`config.mk`:
```
export PLATFORM = sky130hd
export DESIGN_NAME = rgbe_shared_exponent_codec_top
export DESIGN_NICKNAME = d
export VERILOG_FILES = /design/src/hw/rtl/rgbe_pkg.sv /design/src/hw/rtl/rgbe_shared_exponent_codec_top.sv
export VERILOG_INCLUDE_DIRS = /design/src /design/src/hw/rtl
export SDC_FILE = /design/constraint.sdc
export NUM_CORES = 1
export LEC_CHECK = 0
export BUFFER_PORTS_ARGS = -buffer_cell sky130_fd_sc_hd__buf_2
export CAP_MARGIN = 20
export CELL_PAD_IN_SITES_DETAIL_PLACEMENT = 1
export CELL_PAD_IN_SITES_GLOBAL_PLACEMENT = 2
export CORE_MARGIN = 2
export CORE_UTILIZATION = 34
export CTS_BUF_LIST = sky130_fd_sc_hd__clkbuf_2
export DETAILED_ROUTE_END_ITERATION = 16
export PLACE_DENSITY_LB_ADDON = 0.1
export SETUP_SLACK_MARGIN = 0.02
export SYNTH_ARGS = -nofsm -noshare
export SYNTH_HDL_FRONTEND = slang
export SYNTH_SLANG_ARGS = --single-unit
export TNS_END_PERCENT = 1
```
`constraint.sdc`:
```
create_clock -name i_clk -period 15.65 [get_ports i_clk]
set_clock_uncertainty 0.1 [all_clocks]
set_input_delay 0 -clock i_clk [delete_from_list [all_inputs] [get_ports i_clk]]
set_output_delay 0 -clock i_clk [all_outputs]
set_load 0.05 [all_outputs]
```
`src/hw/rtl/rgbe_shared_exponent_codec_top_defines.svh`:
```
// Assertion macros for the RGBE codec top level.
`ifndef RGBE_SHARED_EXPONENT_CODEC_TOP_DEFINES_SVH
`define RGBE_SHARED_EXPONENT_CODEC_TOP_DEFINES_SVH

// Check a consequence in the same cycle as its condition.
`define RGBE_ASSERT_NOW(label, ante, cons) \
    label: assert property (@(posedge i_clk) disable iff (!i_rst_n) (ante) |-> (cons)) \
        else $error("rgbe codec check failed");

// Check a consequence in the cycle after its condition.
`define RGBE_ASSERT_NEXT(label, ante, cons) \
    label: assert property (@(posedge i_clk) disable iff (!i_rst_n) (ante) |=> (cons)) \
        else $error("rgbe codec check failed");

`endif

```
`src/hw/rtl/rgbe_pkg.sv`:
```
package rgbe_pkg;

    // Default exponent range
    localparam int EXPONENT_LEVELS_DEF = 255;
    localparam int EXPONENT_BIAS_DEF   = 128;

    // Mode codes
    localparam logic MODE_ENCODE = 1'b0;
    localparam logic MODE_DECODE = 1'b1;

    // binary32 and Q0.16 constants
    localparam logic [31:0] FP_POS_INF   = 32'h7F80_0000;
    localparam logic [31:0] FP_POS_ZERO  = 32'h0000_0000;
    localparam logic [7:0]  FP_EXP_SPEC  = 8'hFF;
    localparam logic [15:0] FRAC_MAX     = 16'hFFFF;

    typedef struct packed {
        logic        mode;
        logic [31:0] red_in;
        logic [31:0] green_in;
        logic [31:0] blue_in;
        logic [7:0]  exponent_in;
    } t_in_item;

    typedef struct packed {
        logic [31:0] red_out;
        logic [31:0] green_out;
        logic [31:0] blue_out;
        logic [7:0]  exponent_out;
    } t_out_item;

endpackage

```
`src/hw/rtl/rgbe_shared_exponent_codec_top.sv`:
```
// Channel  | Direction | Handshake                | Payload
// ---------+-----------+--------------------------+----------------------------
// request  | in        | i_in_valid / o_in_stall  | i_in_data  (mode, RGB, exp)
// result   | out       | o_out_valid / i_out_stall| o_out_data (RGB, exp)
//
// One request per clock while o_in_stall is low; a taken request waits in the input
// register until the one compute pass fills the result register from it.
// Reset (i_rst_n low, synchronous) empties both registers; no clearing pass.
// A downstream stall holds the result; the input register keeps taking requests
// until it too is full, then o_in_stall rises.
`include "rgbe_shared_exponent_codec_top_defines.svh"

module rgbe_shared_exponent_codec_top #(
    parameter int EXPONENT_LEVELS = rgbe_pkg::EXPONENT_LEVELS_DEF,
    parameter int EXPONENT_BIAS   = rgbe_pkg::EXPONENT_BIAS_DEF
) (
    input  logic                i_clk,
    input  logic                i_rst_n,
    input  logic                i_in_valid,
    output logic                o_in_stall,
    input  rgbe_pkg::t_in_item  i_in_data,
    output logic                o_out_valid,
    input  logic                i_out_stall,
    output rgbe_pkg::t_out_item o_out_data
);

    localparam logic signed [10:0] LEVELS_S = 11'(EXPONENT_LEVELS);
    localparam logic signed [10:0] BIAS_S   = 11'(EXPONENT_BIAS);
    localparam logic [7:0]         LEVELS_U = 8'(EXPONENT_LEVELS);
    localparam logic signed [10:0] DEC_OFS  = 11'(111 - EXPONENT_BIAS);

    // Position of the highest set bit (0 when none)
    function automatic logic [4:0] f_top_bit(input logic [22:0] v);
        logic [4:0] p;
        begin
            p = 5'd0;
            for (int i = 0; i < 23; i++) begin
                if (v[i]) begin
                    p = 5'(i);
                end
            end
            return p;
        end
    endfunction

    // Drop sign-negative and NaN components to zero
    function automatic logic [31:0] f_clean(input logic [31:0] b);
        logic [31:0] res;
        begin
            res = b;
            if (b[31]) begin
                res = rgbe_pkg::FP_POS_ZERO;
            end else if (b[30:23] == rgbe_pkg::FP_EXP_SPEC && b[22:0] != 23'd0) begin
                res = rgbe_pkg::FP_POS_ZERO;
            end
            return res;
        end
    endfunction

    // Smallest index whose power of two covers the maximum
    function automatic logic [7:0] f_pick_index(input logic [31:0] mx);
        logic [7:0]         ef;
        logic [22:0]        fr;
        logic [4:0]         p;
        logic signed [10:0] c;
        logic signed [10:0] i;
        logic [7:0]         res;
        begin
            ef = mx[30:23];
            fr = mx[22:0];
            p  = f_top_bit(fr);
            if (ef != 8'd0) begin
                c = $signed({3'b000, ef}) - 11'sd127 + ((fr != 23'd0) ? 11'sd1 : 11'sd0);
            end else begin
                c = $signed({6'b000000, p}) - 11'sd149
                    + (((fr & (fr - 23'd1)) != 23'd0) ? 11'sd1 : 11'sd0);
            end
            i = c + BIAS_S;
            priority if (mx == 32'd0) begin
                res = 8'd1;
            end else if (ef == rgbe_pkg::FP_EXP_SPEC) begin
                res = LEVELS_U;
            end else if (i < 11'sd1) begin
                res = 8'd1;
            end else if (i > LEVELS_S) begin
                res = LEVELS_U;
            end else begin
                res = i[7:0];
            end
            return res;
        end
    endfunction

    // Scale one component by 2^-k into a saturated Q0.16 fraction
    function automatic logic [15:0] f_to_fraction(input logic [31:0] b,
                                                  input logic signed [10:0] k);
        logic [23:0]        m;
        logic signed [10:0] e2;
        logic signed [10:0] s;
        logic signed [10:0] ns;
        logic [38:0]        q_l;
        logic [23:0]        q_r;
        logic [15:0]        res;
        begin
            m   = {(b[30:23] != 8'd0), b[22:0]};
            e2  = (b[30:23] != 8'd0) ? ($signed({3'b000, b[30:23]}) - 11'sd150) : -11'sd149;
            s   = e2 - k + 11'sd16;
            ns  = -s;
            q_l = {15'd0, m} << s[3:0];
            q_r = m >> ns[4:0];
            priority if (b == 32'd0) begin
                res = 16'd0;
            end else if (b[30:23] == rgbe_pkg::FP_EXP_SPEC) begin
                res = rgbe_pkg::FRAC_MAX;
            end else if (s >= 11'sd16) begin
                res = rgbe_pkg::FRAC_MAX;
            end else if (s >= 11'sd0) begin
                res = (q_l[38:16] != 23'd0) ? rgbe_pkg::FRAC_MAX : q_l[15:0];
            end else if (s <= -11'sd24) begin
                res = 16'd0;
            end else begin
                res = (q_r[23:16] != 8'd0) ? rgbe_pkg::FRAC_MAX : q_r[15:0];
            end
            return res;
        end
    endfunction

    // Expand a Q0.16 fraction times 2^(n - bias) into binary32
    function automatic logic [31:0] f_from_fraction(input logic [15:0] f,
                                                    input logic [7:0] n);
        logic [4:0]         p;
        logic signed [10:0] e;
        logic [23:0]        norm;
        logic [31:0]        res;
        begin
            p    = f_top_bit({7'd0, f});
            e    = $signed({6'b000000, p}) + $signed({3'b000, n}) + DEC_OFS;
            norm = {8'd0, f} << (5'd23 - p);
            priority if (f == 16'd0) begin
                res = rgbe_pkg::FP_POS_ZERO;
            end else if (e >= 11'sd255) begin
                res = rgbe_pkg::FP_POS_INF;
            end else if (e <= 11'sd0) begin
                res = rgbe_pkg::FP_POS_ZERO;
            end else begin
                res = {1'b0, e[7:0], norm[22:0]};
            end
            return res;
        end
    endfunction

    logic                r_in_valid;
    rgbe_pkg::t_in_item  r_in;
    logic                r_out_valid;
    rgbe_pkg::t_out_item r_out;
    rgbe_pkg::t_out_item n_out;
    logic                out_ready;
    logic                in_take;

    logic [31:0]         cr;
    logic [31:0]         cg;
    logic [31:0]         cb;
    logic [31:0]         mx;
    logic [7:0]          idx;
    logic signed [10:0]  k;
    logic [7:0]          n_sat;

    // Handshake: result register frees when empty or taken
    assign out_ready   = !r_out_valid || !i_out_stall;
    assign o_in_stall  = r_in_valid && !out_ready;
    assign in_take     = i_in_valid && !o_in_stall;
    assign o_out_valid = r_out_valid;
    assign o_out_data  = r_out;

    // Encode: clean components, find maximum and shared index; decode: saturate the exponent
    always_comb begin
        cr    = f_clean(r_in.red_in);
        cg    = f_clean(r_in.green_in);
        cb    = f_clean(r_in.blue_in);
        mx    = (cg > cr) ? cg : cr;
        mx    = (cb > mx) ? cb : mx;
        idx   = f_pick_index(mx);
        k     = $signed({3'b000, idx}) - BIAS_S;
        n_sat = (r_in.exponent_in > LEVELS_U) ? LEVELS_U : r_in.exponent_in;
    end

    // Select the result for the current mode
    always_comb begin
        unique case (r_in.mode)
            rgbe_pkg::MODE_ENCODE: begin
                n_out.red_out      = {16'd0, f_to_fraction(cr, k)};
                n_out.green_out    = {16'd0, f_to_fraction(cg, k)};
                n_out.blue_out     = {16'd0, f_to_fraction(cb, k)};
                n_out.exponent_out = idx;
            end
            rgbe_pkg::MODE_DECODE: begin
                n_out.red_out      = f_from_fraction(r_in.red_in[15:0], n_sat);
                n_out.green_out    = f_from_fraction(r_in.green_in[15:0], n_sat);
                n_out.blue_out     = f_from_fraction(r_in.blue_in[15:0], n_sat);
                n_out.exponent_out = 8'd0;
            end
            default: begin
                n_out = '0;
            end
        endcase
    end

    // Capture requests; advance into the result register when it frees
    always_ff @(posedge i_clk) begin
        if (!i_rst_n) begin
            r_in_valid  <= 1'b0;
            r_out_valid <= 1'b0;
        end else begin
            if (in_take) begin
                r_in_valid <= 1'b1;
            end else if (out_ready) begin
                r_in_valid <= 1'b0;
            end
            if (out_ready) begin
                r_out_valid <= r_in_valid;
            end
        end
    end

    // Payload registers, no reset
    always_ff @(posedge i_clk) begin
        if (in_take) begin
            r_in <= i_in_data;
        end
        if (out_ready && r_in_valid) begin
            r_out <= n_out;
        end
    end

    // Assertions
    `RGBE_ASSERT_NOW(a_stall_only_when_full, o_in_stall, r_in_valid && r_out_valid)
    `RGBE_ASSERT_NEXT(a_advance_fills_out, r_in_valid && out_ready, o_out_valid)
    `RGBE_ASSERT_NEXT(a_encode_index_range,
        r_in_valid && out_ready && r_in.mode == rgbe_pkg::MODE_ENCODE,
        o_out_data.exponent_out >= 8'd1 && o_out_data.exponent_out <= LEVELS_U &&
        o_out_data.red_out[31:16] == 16'd0 && o_out_data.blue_out[31:16] == 16'd0)
    `RGBE_ASSERT_NEXT(a_decode_index_zero,
        r_in_valid && out_ready && r_in.mode == rgbe_pkg::MODE_DECODE,
        o_out_data.exponent_out == 8'd0 && o_out_data.red_out[31] == 1'b0)

endmodule

```
==> impl_metrics.tcl, run 1 <==
set metrics [dict create \
    outcome "complete, no violations" \
    drc 0 \
    max-slew-margin-rel_pct 35.0 \
    met3WireLength_mm 5.84 \
    hold_class "primary input to register" \
    numCtsBuffers 59 \
    path_class "register to register" \
    clock-sinks 208 \
    crit_path_start_kind "register" \
    syn-instance-count 2979 \
    first_pass_iters 7 \
    rows 96 \
    die_w_um 266 \
    critPathMaxFanout 50 \
    cts_tree "yes" \
    reg2reg_from "r_in[52]" \
    synth_area_leaders "edfxtp_1, ha_1, mux2i_1" \
    yosysSeqAreaShare_pct 26.6 \
    dp_hpwl_mm 83.2 \
    cts.clk_slew.worst_paths_ns 0.12 \
    reg2reg_slack_ns 1.01 \
    final_util_pct 42.8 \
    hold_depth 3 \
    ys_types 109 \
    period_share_pct 93.6 \
    ys_warn_count 0 \
    first_iter_violations 2131 \
    final_cells 4387 \
    hold_violations 0 \
    grt_max_degree 84 \
    grt_pass1_wl_mm 164 \
    ctsRootBufferMaster "clkbuf_2" \
    dieArea_mm2 0.0709 \
    placed_cells 3995 \
    clock_latency_ns 1.16 \
    met2_wirelength_mm 50.9 \
    setup-tns-final_ns 0 \
    highest-signal-layer "met4" \
    syn2layout_area_growth_pct 24.9 \
    drv_slew 0 \
    synth.most_common_cell "nand2_1" \
    synth-main-ff-cell "edfxtp_1" \
    dr_total_vias 25800 \
    initial_core_util_pct 34.2 \
    period_minus_slack_ns 14.64 \
    critPathMaxStageDelay_ns 0.57 \
    final_nets 3728 \
    synth_common_cells "nand2_1, nor2_1, o21ai_0" \
    r2r-end "o_out_data[53]" \
    io_pins 215 \
    rr_worst_depth 57 \
    wl_per_cell_um 25.1 \
    die_h_um 266 \
    ys_seq_elements 208 \
    htreeDepth 2 \
    yosysTopAreaCell "edfxtp_1" \
    cap_violations 0 \
    critPathMostFrequentCell "ha_1" \
    cp.required_ns 16.40 \
    fmax_mhz 68.3 \
    met1_length_mm 50.3 \
    coreArea_mm2 0.0683 \
    grt_pass1_vias 26100 \
    crit_family "compound AO/OA/AOI/OAI gates" \
    syn_area_mm2 0.0234 \
    hold_end "r_in[30]" \
    avgSynthCellArea_um2 7.85 \
    crit_path_start "r_in[52]" \
    synth_enable_flop_cells 206 \
    crit_arrival_ns 15.39 \
    wirelength_mm 110 \
    tightest_slew_ns 0.966 \
    async_reset_ff_share_pct 0 \
    ant_nets 0 \
    cts_max_path_buffers 3 \
    final-setup-viol-count 0 \
    cp_slowest_cell "edfxtp_1" \
    globalRouteTotalUtil_pct 30.1 \
    vias_per_cell 5.88 \
    worst_setup_path_end_kind "register" \
    grt_overflow_total 0 \
    antenna_found_initial 1 \
    port_buffers 211 \
    critPathBufInv 8 \
    synth_top_area_share_pct 26.4 \
    min_from "i_in_data[30]" \
    n_fill_cell 8253 \
    finalWeightedCongestion 0.934 \
    rsz0062_at_grt "false" \
    drive_above_1_share_pct 16.0 \
]
==> cell usage in the layout, fill, tap and decap left out, types with 114 or more instances in the layout <==
cell type / count
nand2_1: 346
nor2_1: 292
dlygate4sd3_1: 274
o21ai_0: 264
a21oi_1: 228
buf_2: 212
edfxtp_1: 206
mux2i_1: 158
ha_1: 153
inv_1: 140
buf_4: 131
nand3_1: 114
==> metal layers <==
layer,track usage [%],vias to the layer above
met5,0,-
met2,49.6,798
met3,3.53,153
li1,-,12000
met4,8.58,0
met1,41.3,12800
==> worst min-delay path, cell delays in order <==
cell           delay [ns]
dlygate4sd3_1        0.52
buf_2                0.10
dlygate4sd3_1        0.54
==> flip-flops by register name, summed over array words and instances, names as in the netlist <==
name,count
o_out_data,101
r_in_valid,1
o_out_valid,1
r_in,105
==> cells by family after synthesis <==
kind of cell	Yosys count	share of synthesized area [%]
flip-flops	208	26.6
XOR/XNOR	83	3.29
adder cells (fa/ha/maj)	163	8.90
multiplexers	199	9.22
AO/OA/AOI/OAI	931	25.3
other	1	0.0160
AND/OR/NAND/NOR	1038	20.5
buffers and inverters	356	6.14
==> stage by stage <==
stage | setup WS [ns] | cell area, µm² | hold slack (ns)
after detailed placement | 0.424 | 25700 | 0.0783
after global routing | 0.00367 | 29200 | 0.0129
after global placement | 0.485 | 25700 | 0.0763
after CTS | 0.295 | 29000 | 0.000994
after floorplan | 0.243 | 23400 | -0.00113
final | 1.01 | 29200 | 0.0677
==> area by class of cell <==
cell class	instances	area [µm²]	share of cell area, %
multi-input combinational	2418	15900	54.4
inverter	149	559	1.91
clock inverter	24	136	0.467
timing repair buffer	621	4880	16.7
clock buffer	83	415	1.42
antenna	2	5.00	0.0171
sequential	208	6230	21.3
tap	882	1100	3.78
==> worst max-delay path by stage <==
stage                     cells past startpoint             end
after global placement                       59  o_out_data[54]
after CTS                                    56  o_out_data[80]
after global routing                         55  o_out_data[45]
final                                        57  o_out_data[53]
after detailed placement                     56  o_out_data[55]
after floorplan                              73  o_out_data[85]
==> repair_timing <==
action,4_1_cts,5_1_grt
buffers inserted,0,7
setup endpoints to repair,0,48
hold buffers,274,0
resized for setup,0,18
hold endpoints to repair,198,0
Power of run 1 is not shown: default switching activity piles up to over one toggle a cycle in this logic, so the estimate is an artifact.
==> run 2: changes to the inputs <==
--- a/config.mk
+++ b/config.mk
@@ -11,9 +11,10 @@
 export CELL_PAD_IN_SITES_DETAIL_PLACEMENT = 1
 export CELL_PAD_IN_SITES_GLOBAL_PLACEMENT = 2
 export CORE_MARGIN = 2
-export CORE_UTILIZATION = 34
-export CTS_BUF_LIST = sky130_fd_sc_hd__clkbuf_2
+export CORE_UTILIZATION = 33
+export CTS_CLUSTER_DIAMETER = 100
 export DETAILED_ROUTE_END_ITERATION = 16
+export MAX_ROUTING_LAYER = met4
 export PLACE_DENSITY_LB_ADDON = 0.1
 export SETUP_SLACK_MARGIN = 0.02
 export SYNTH_ARGS = -nofsm -noshare
==> impl_metrics.tcl, run 2 (synthesis results as in run 1) <==
set metrics [dict create \
    cp_slowest_cell "or4_4" \
    finalWeightedCongestion 0.962 \
    cts.clk_slew.worst_paths_ns 0.06 \
    reg2reg_from "r_in[90]" \
    outcome "complete, no violations" \
    cts_tree "yes" \
    grt_max_degree 67 \
    fmax_mhz 67.6 \
    rr_worst_depth 58 \
    final_cell_mix "nand2_1, nor2_1, o21ai_0" \
    drc 0 \
    grt_pass1_vias 25900 \
    vias_per_cell 5.86 \
    dp_hpwl_mm 86.5 \
    cts_max_path_buffers 3 \
    clock_latency_ns 0.59 \
    period_share_pct 94.6 \
    numCtsBuffers 28 \
    period_minus_slack_ns 14.80 \
    critPathMostFrequentCell "ha_1" \
    ctsRootBufferMaster "clkbuf_16" \
    largest_register_ffs 105 \
    coreArea_mm2 0.0701 \
    final-setup-viol-count 0 \
    first_iter_violations 1946 \
    rsz0062_at_grt "false" \
    antenna_found_initial 1 \
    first_pass_iters 8 \
    reg2reg_slack_ns 0.85 \
    wirelength_mm 110 \
    grt_pass1_wl_mm 166 \
    largest_register "r_in" \
    top_regs "r_in: 105 flops, o_out_data: 101 flops" \
    path_class "register to register" \
    ant_nets 0 \
    drive_above_1_share_pct 16.1 \
    cap_violations 0 \
    globalRouteTotalUtil_pct 30.2 \
    dr_total_vias 25300 \
    die_w_um 270 \
    critPathMaxFanout 66 \
    tightest_slew_ns 1.10 \
    htreeDepth 1 \
    clock-sinks 208 \
    wl_per_cell_um 25.6 \
    crit_path_start "r_in[90]" \
    syn2layout_area_growth_pct 23.4 \
    dieArea_mm2 0.0730 \
    hold_violations 0 \
    drv_slew 0 \
    crit_arrival_ns 15.13 \
    r2r-end "o_out_data[48]" \
    port_buffers 211 \
    rows 97 \
    final_common_cell "nand2_1" \
    cp.required_ns 15.98 \
    final_nets 3627 \
    crit_path_start_kind "register" \
    critPathMaxStageDelay_ns 0.59 \
    io_pins 215 \
    worst_setup_path_end_kind "register" \
    hold_class "primary input to register" \
    max-slew-margin-rel_pct 25.7 \
    cp-endpoint "o_out_data[48]" \
    grt_overflow_total 0 \
    die_h_um 270 \
    whs_ns 0.0256 \
    initial_core_util_pct 33.3 \
]
-- run 2: final cells by class --
type	instances	area, µm²
antenna	1	2.50
clock buffer	30	708
clock inverter	20	208
fill	8530	41300
inverter	149	559
multi-input combinational	2418	15900
sequential	208	6230
tap	940	1180
timing repair buffer	551	4140
-- run 2: worst max-delay path: cells and delay by family, from the launching register on --
kind | cells | cell delay [ns]
compound gates | 26 | 5.99
simple gates | 18 | 4.31
fa+ha+maj | 6 | 1.75
buf+inv | 7 | 1.58
flops | 1 | 0.55
mux | 1 | 0.27
-- run 2: stage by stage --
| step | instance area (µm²) | util, % | TNS, ns | instances | setup slack (ns) |
|---|---|---|---|---|---|
| floorplan | 23400 | - | 0 | 2981 | 0.243 |
| global placement | 26200 | 37.4 | 0 | 4096 | 0.0192 |
| detailed placement | 26200 | 37.4 | -1.65 | 4096 | -0.224 |
| CTS | 28800 | 41.0 | 0 | 4309 | 0.266 |
| global route | 28900 | 41.2 | 0 | 4316 | 0.0121 |
| finish | 28900 | 41.2 | 0 | 4317 | 0.851 |
-- run 2: repair_timing --
item,CTS,global route
endpoints found under the setup margin,8,48
gates resized for setup,1,8
endpoints found under the hold margin,107,0
buffers inserted,0,7
cloned,1,0
hold buffers,162,0
pin swaps,1,2
-- run 2: worst min-delay path by stage --
stage	from	to	slack (ns)	cells past startpoint
floorplan	i_in_data[0]	r_in[0]	-0.001	0
global placement	i_in_data[39]	r_in[39]	0.08	1
detailed placement	i_in_data[1]	r_in[1]	0.08	1
CTS	i_in_data[65]	r_in[65]	0.0003	2
global route	i_in_data[76]	r_in[76]	0.02	2
finish	i_in_data[7]	r_in[7]	0.03	2
-- run 2: layer usage --
layer	wire, µm	vias to the layer above	GRT usage (%)
li1	-	11800	-
met1	52200	12700	41.3
met2	50500	667	48.6
met3	5000	137	2.92
met4	2640	0	6.43
met5	0	-	-
Power of run 2 is left out for the same reason.
